File: src/rtl/core/imhq_pkg.sv
`timescale 1ns / 1ps
package imhq_pkg;
  localparam int unsigned KeyW  = 32;
  localparam int unsigned PayW  = 32;
  localparam int unsigned IdW   = 8;
  localparam int unsigned PosW  = 8;
  localparam int unsigned Depth = 256;

  localparam logic [1:0] ReqInsert  = 2'd0;
  localparam logic [1:0] ReqChange  = 2'd1;
  localparam logic [1:0] ReqExtract = 2'd2;
  localparam logic [1:0] ReqRemove  = 2'd3;

  localparam logic [2:0] StOk      = 3'd0;
  localparam logic [2:0] StFull    = 3'd1;
  localparam logic [2:0] StPresent = 3'd2;
  localparam logic [2:0] StAbsent  = 3'd3;
  localparam logic [2:0] StEmpty   = 3'd4;

  // datapath command opcodes
  typedef enum logic [3:0] {
    CmdNone,
    CmdLoadReq,   // capture request, read position table
    CmdReadSlot,  // read slot at cur position
    CmdLatchSlot, // latch slot read data as work entry (or old entry)
    CmdInsert,    // count++, cur = count, work = request
    CmdTakeOut,   // clear id position, count--, read last slot
    CmdFill,      // work = last slot, compare with old key
    CmdNewKey,    // work key = request key
    CmdReadPar,   // read parent slot
    CmdReadKids,  // read child c (first)
    CmdReadKid2,  // read child c+1
    CmdPickKid,   // keep the smaller child
    CmdMoveUp,    // place parent at cur, cur = parent
    CmdMoveDown,  // place child at cur, cur = child
    CmdPlace      // place work at cur
  } cmd_e;

  typedef struct packed {
    cmd_e cmd;
  } ctl_t;

  typedef struct packed {
    logic [1:0] req;
    logic       count_full;
    logic       count_zero;
    logic       pos_zero;    // looked-up position absent
    logic       at_root;
    logic       up_less;     // work key < parent key
    logic       has_child;
    logic       has_kid2;
    logic       down_less;   // chosen child < work key
    logic       fill_gt;     // filled key greater than old
    logic       fill_lt;
    logic       last_taken;  // taken slot was the last slot
  } sts_t;
endpackage

File: src/rtl/core/imhq_ctrl.sv
`timescale 1ns / 1ps
module imhq_ctrl (
  input  logic           clk_i,
  input  logic           rst_ni,
  input  logic           in_go_i,
  input  imhq_pkg::sts_t sts_i,
  input  logic           out_free_i,
  output imhq_pkg::ctl_t ctl_o,
  output logic           busy_o,
  output logic           done_o,
  output logic [2:0]     status_o,
  output logic           take_o
);
  import imhq_pkg::*;

  localparam logic [4:0] SIdle   = 5'd0;
  localparam logic [4:0] SLook   = 5'd1;
  localparam logic [4:0] SDecide = 5'd2;
  localparam logic [4:0] SRd     = 5'd3;
  localparam logic [4:0] SLatch  = 5'd4;
  localparam logic [4:0] STake   = 5'd5;
  localparam logic [4:0] SFillW  = 5'd6;
  localparam logic [4:0] SFill   = 5'd7;
  localparam logic [4:0] SFork   = 5'd8;
  localparam logic [4:0] SUpRd   = 5'd9;
  localparam logic [4:0] SUpWait = 5'd10;
  localparam logic [4:0] SUpCmp  = 5'd11;
  localparam logic [4:0] SDnRd   = 5'd12;
  localparam logic [4:0] SDnRd2  = 5'd13;
  localparam logic [4:0] SDnW1   = 5'd14;
  localparam logic [4:0] SDnSel  = 5'd15;
  localparam logic [4:0] SDnCmp  = 5'd16;
  localparam logic [4:0] SPlace  = 5'd17;
  localparam logic [4:0] SDone   = 5'd18;
  localparam logic [4:0] SNewKey = 5'd19;

  logic [4:0] state_q, state_d;
  logic [2:0] st_q, st_d;
  logic       take_q, take_d;
  logic       dir_up_q, dir_up_d;

  always_comb begin
    state_d   = state_q;
    st_d      = st_q;
    take_d    = take_q;
    dir_up_d  = dir_up_q;
    ctl_o.cmd = CmdNone;
    unique case (state_q)
      SIdle: if (in_go_i) begin
        ctl_o.cmd = CmdLoadReq;
        st_d      = StOk;
        take_d    = 1'b0;
        state_d   = SLook;
      end
      SLook: state_d = SDecide;
      SDecide: begin
        priority if (sts_i.req == ReqInsert) begin
          if (sts_i.count_full) begin
            st_d = StFull; state_d = SDone;
          end else if (!sts_i.pos_zero) begin
            st_d = StPresent; state_d = SDone;
          end else begin
            ctl_o.cmd = CmdInsert; dir_up_d = 1'b1; state_d = SFork;
          end
        end else if (sts_i.req == ReqExtract) begin
          if (sts_i.count_zero) begin
            st_d = StEmpty; state_d = SDone;
          end else begin
            ctl_o.cmd = CmdReadSlot; state_d = SRd;
          end
        end else begin
          if (sts_i.pos_zero) begin
            st_d = StAbsent; state_d = SDone;
          end else begin
            ctl_o.cmd = CmdReadSlot; state_d = SRd;
          end
        end
      end
      SRd: begin
        ctl_o.cmd = CmdReadSlot; state_d = SLatch;
      end
      SLatch: begin
        ctl_o.cmd = CmdLatchSlot;
        state_d = (sts_i.req == ReqChange) ? SNewKey : STake;
      end
      SNewKey: begin
        ctl_o.cmd = CmdNewKey; state_d = SFill;
      end
      STake: begin
        ctl_o.cmd = CmdTakeOut; take_d = 1'b1; state_d = SFillW;
      end
      SFillW: begin
        if (sts_i.last_taken) state_d = SDone;
        else begin
          ctl_o.cmd = CmdFill; state_d = SFill;
        end
      end
      SFill: begin
        if (sts_i.fill_gt) begin
          dir_up_d = 1'b0; state_d = SFork;
        end else if (sts_i.fill_lt) begin
          dir_up_d = 1'b1; state_d = SFork;
        end else state_d = SPlace;
      end
      SFork: state_d = dir_up_q ? SUpRd : SDnRd;
      SUpRd: if (sts_i.at_root) state_d = SPlace;
      else begin
        ctl_o.cmd = CmdReadPar; state_d = SUpWait;
      end
      SUpWait: state_d = SUpCmp;
      SUpCmp: if (sts_i.up_less) begin
        ctl_o.cmd = CmdMoveUp; state_d = SUpRd;
      end else state_d = SPlace;
      SDnRd: if (!sts_i.has_child) state_d = SPlace;
      else begin
        ctl_o.cmd = CmdReadKids; state_d = SDnW1;
      end
      SDnW1: begin
        ctl_o.cmd = CmdReadKid2; state_d = SDnRd2;
      end
      SDnRd2: begin
        ctl_o.cmd = CmdPickKid; state_d = SDnSel;
      end
      SDnSel: state_d = SDnCmp;
      SDnCmp: if (sts_i.down_less) begin
        ctl_o.cmd = CmdMoveDown; state_d = SDnRd;
      end else state_d = SPlace;
      SPlace: begin
        ctl_o.cmd = CmdPlace; state_d = SDone;
      end
      SDone: if (out_free_i) state_d = SIdle;
      default: state_d = SIdle;
    endcase
  end

  always_ff @(posedge clk_i or negedge rst_ni) begin
    if (!rst_ni) begin
      state_q  <= SIdle;
      st_q     <= StOk;
      take_q   <= 1'b0;
      dir_up_q <= 1'b0;
    end else begin
      state_q  <= state_d;
      st_q     <= st_d;
      take_q   <= take_d;
      dir_up_q <= dir_up_d;
    end
  end

  assign busy_o   = state_q != SIdle;
  assign done_o   = state_q == SDone;
  assign status_o = st_q;
  assign take_o   = take_q;
endmodule

File: config.mk
export PLATFORM = sky130hd
export DESIGN_NAME = imhq_ctrl
export DESIGN_NICKNAME = d
export VERILOG_FILES = /design/src/rtl/core/imhq_pkg.sv /design/src/rtl/core/imhq_ctrl.sv
export SDC_FILE = /design/constraint.sdc
export NUM_CORES = 1
export LEC_CHECK = 0
export ABC_AREA = 1
export BUFFER_PORTS_ARGS = -buffer_cell sky130_fd_sc_hd__clkbuf_2
export CORE_ASPECT_RATIO = 1.2
export CORE_UTILIZATION = 52
export DETAILED_ROUTE_END_ITERATION = 12
export PLACE_DENSITY_LB_ADDON = 0.3
export SLEW_MARGIN = 20
export SYNTH_ARGS = -nofsm -noshare
export SYNTH_HDL_FRONTEND = slang
export SYNTH_SLANG_ARGS = --single-unit
File: constraint.sdc
create_clock -name clk_i -period 1.5 [get_ports clk_i]
set_clock_uncertainty 0.05 [all_clocks]
set_input_delay 0.075 -clock clk_i [delete_from_list [all_inputs] [get_ports clk_i]]
set_output_delay 0.075 -clock clk_i [all_outputs]
set_load 0.05 [all_outputs]
==> results.md, run 1 <==
* Run status: did not finish
* Stopped at: 4_1_cts
* Run Error: [ERROR DPL-0038] Utilization greater than 100%, impossible to legalize
* Syn Inst Count at 170
* Chip height at 50.0 um
* Root Buffer: clkbuf_4
* Cell variety after synth at 19
* Post-synthesis sequential area ratio at 0.251
* Post-CTS Setup Bufs at 17
* Hpwl dp at 2.80 mm
* CTS hold repair buffers at 1
* Yosys top cell by area: dfrtp_1
* Post-Place Cells at 248
* Die extent in x at 42.0 um
* Netlist Area Pre-Place at 997 um2
* Yosys warns at 0
* Dpl ws at -103 ps
* H-tree levels at 1
* CTS Buffer Depth at 2
* Top-level I/O count at 27
* Syn avg cell area at 5.87 um2
* Input/output buffers at 25
* CTS-repair resized insts at 60
* Clock sinks at 10
* Yosys top cell area share at 0.251
* Synth area leaders: dfrtp_1 (25%), nand2_1 (18%), inv_1 (11%), nand3_1 (10%), nor2_1 (8.7%)
* Mapped Nets at 187
* CTS buffer count at 3
* Routability cong. at 1.04
* Synth Register Bits at 10
* Starting Density at 0.545
* FP Rows at 17
-- through the flow --
step                area (um2)  setup TNS (ps)
global placement          1470            -260
detailed placement        1470            -451
floorplan                 1040           -50.6
-- kinds of logic after synthesis --
group	Yosys count	share of synthesized area
compound gates	10	0.0540
buf+inv	31	0.117
simple gates	119	0.578
flops	10	0.251
-- Yosys cell counts (all sizes together) --
master  number
inv         31
nand2       54
nand4        7
a21oi        6
nor3b        2
dfrtp       10
and3         1
nor3         2
nand3       22
nand3b       2
o21ai        4
nor2        29
==> inputs of run 2 (changes only) <==
Settings changed: CORE_AREA set to 2 2 63 65, CORE_ASPECT_RATIO 1.2 to unset, CORE_UTILIZATION 52 to unset, DIE_AREA set to 0 0 65 67, PLACE_DENSITY_LB_ADDON 0.3 to 0.15.
==> run 2 against run 1 <==
  * The flow now finishes, with violations (setup timing)
  * Synthesized cell count unchanged
  * Synthesized area unchanged
==> results.md, run 2 <==
* Run status: finished with violations
* Failing checks: setup timing
* CTS Buffer Depth at 2
* WP data required at 1370 ps
* Arrival @ worst endpoint at 1610 ps
* Mapped Nets at 187
* Worst Hold Depth at 4
* Dpl ws at -151 ps
* Number of flops mapped to enable cells by yosys at 0
* Slew margin rel. at 0.809
* Reg2reg path depth at 12
* DRT Pass-1 Iters at 4
* Commonest non-fill, non-tap cell in the layout: buf_4
* Largest Register: state_q
* Final Worst Setup Slack at -234 ps
* M1 GR Usage at 0.227
* Syn Inst Count at 170
* CP Class: flip-flop to primary output
* Routed via count at 1361
* WHS Endpoint: dir_up_q
* Min-Delay Path Class: primary input to flip-flop
* Yosys top cell area share at 0.251
* Yosys top cell by area: dfrtp_1
* Routability cong. at 0.858
* CORE AREA at 3610 um2
* Post-route ant nets at 0
* Max Slew Vio Count at 0
* Fillers at 333
* CTS buffer count at 3
* Hpwl dp at 2.74 mm
* Synth Register Bits at 10
* First-pass GRT wire length at 5.72 mm
* Largest delay share family, worst path: simple AND/OR/NAND/NOR gates
* Final antenna diode count at 0
* Met2 Track Usage GR at 0.300
* Synth area leaders: dfrtp_1 (25%), nand2_1 (18%), inv_1 (11%), nand3_1 (10%), nor2_1 (8.7%)
* Slowest CP cell: dfrtp_2
* Root Buffer: clkbuf_8
* Worst hold start: sts_i[2]
* Worst-path cell chain: nor2_4 -> buf_12 -> nand2_2 -> nor3b_2 -> buf_4 -> nand3_2 -> buf_8
* Reg-to-reg startpoint: state_q[3]
* Buf/Inv on CP at 3
* Lkg Pwr at 1.11 nW
* Netlist Area Pre-Place at 997 um2
* DR iter-0 viols at 88
* Count leader, synth: nand2_1
* Input/output buffers at 25
* Worst-skew pair later-pin latency at 230 ps
* Largest net degree at the start of global routing at 11
* Die footprint at 4360 um2
* H-tree levels at 1
* Hold violation count in the final report at 0
* Tmin final at 1730 ps
* Cell variety after synth at 19
* Async SR Flop Fraction at 1.00
* Synth cell count leaders: nand2_1 (48), inv_1 (28), nor2_1 (23)
* Congestion Overflow GR at 0
* Tightest Pin Transition at 286 ps
* Setup violations, final at 13
* FP Rows at 22
* Syn avg cell area at 5.87 um2
* Area growth syn-to-layout at 101%
* Top-level I/O count at 27
* Met3 GRT Util at 0.0422
* Initial antenna violation count at 0
* CP startpoint kind: flip-flop
* Post-synth top flop: dfrtp_1
* Share of cells above drive strength 1 at 0.571
* Gr busiest metal: met2
* Highest clock rate at 0.577 GHz
* MaxCap Viol Count at 0
* Yosys warns at 0
* Clock sinks at 10
* Peak VDD IR at 0.884 mV
* PwrDens at 2220 nW/um2
* Routed WL at 3.57 mm
* Tot GR Track Use at 0.176
* Drt drc at 0
* Most frequent cells in the layout: buf_4 (43), nand2_1 (35), inv_1 (21), clkbuf_2 (19), nor2_1 (14)
* Chip height at 67 um
* Drt wl/cell at 11.8 um
* Finished Core Util at 0.556
* Max FFs per register at 5
* Slowest stage delay, CP at 470 ps
* Worst Setup End Kind: primary output
* Register-to-register setup slack at -140 ps
* Clock transition at the registers of the reported paths at 50 ps
* Crit-path max FO at 6
* Die extent in x at 65 um
* Post-synthesis sequential area ratio at 0.251
* Nets@finish at 272
* RSZ-0062 raised after global routing: yes
* Via-to-Cell Ratio at 4.51
* Reg2reg end: status_o[1]
* CTS tree: done
* Fin crit share at 1.16
* Vias in the first global route at 1258
* Starting Density at 0.277
run 2: how the worst max path moves through the flow:
stage / start / end / slack (ps) / depth (start not counted)
6_report: state_q[0] / ctl_o[0] / -230 / 7
5_1_grt: state_q[3] / ctl_o[3] / -320 / 7
4_1_cts: state_q[1] / ctl_o[1] / -240 / 7
3_5_place_dp: state_q[1] / ctl_o[0] / -150 / 9
3_3_place_gp: state_q[1] / ctl_o[0] / -180 / 9
2_1_floorplan: state_q[3] / ctl_o[2] / -50 / 5
run 2: what timing repair did:
action,4_1_cts,5_1_grt
hold buffers,1,0
buffers inserted,10,4
pin swaps,20,16
gates resized for setup,42,31
endpoints found under the setup margin,13,16
hold endpoints to repair,10,0
run 2: worst min-delay path: cells and delay by family:
family | cells | cell delay, ps
AND/OR/NAND/NOR | 2 | 150
buffers and inverters | 2 | 120
run 2: metrics by stage:
step / total power, mW / setup TNS (ps) / hold slack (ps) / instances / cell area, um2
after floorplan: 2.05 / -50.6 / -271 / 170 / 1040
after global placement: 3.35 / -594 / -87.2 / 285 / 1610
after detailed placement: 3.33 / -398 / -86.0 / 285 / 1610
after CTS: 4.19 / -1620 / 87.2 / 299 / 1890
after global routing: 4.74 / -3010 / 121 / 302 / 2010
final: 4.44 / -1760 / 93.9 / 302 / 2010
run 2: area by class of cell:
cell class,count,area (um2),area share
Clock buffer,4,55.1,0.0274
Inverter,31,121,0.0605
Multi-Input combinational cell,129,831,0.414
Sequential cell,10,254,0.127
Tap cell,48,60.1,0.0299
Timing Repair Buffer,80,684,0.341
run 2: power breakdown:
part           switching, mW  internal (mW)
Sequential             0.139          0.394
Clock                  0.105          0.231
Combinational           1.90           1.67
Total                   2.15           2.30
run 2: routing by layer:
metal / wire length [um] / up-vias
met5: 0 / -
met4: 40 / 0
met3: 174 / 6
met2: 1760 / 31
met1: 1590 / 615
li1: - / 709
run 2: cell families (layout without fill, tap and decap cells):
family / count (synthesis) / after routing / synth area share
and+or+nand+nor: 119 / 119 / 0.578
buffers and inverters: 31 / 115 / 0.117
AOI/OAI and AO/OA: 10 / 10 / 0.0540
DFF: 10 / 10 / 0.251
Power figures use the tool's default switching activity.
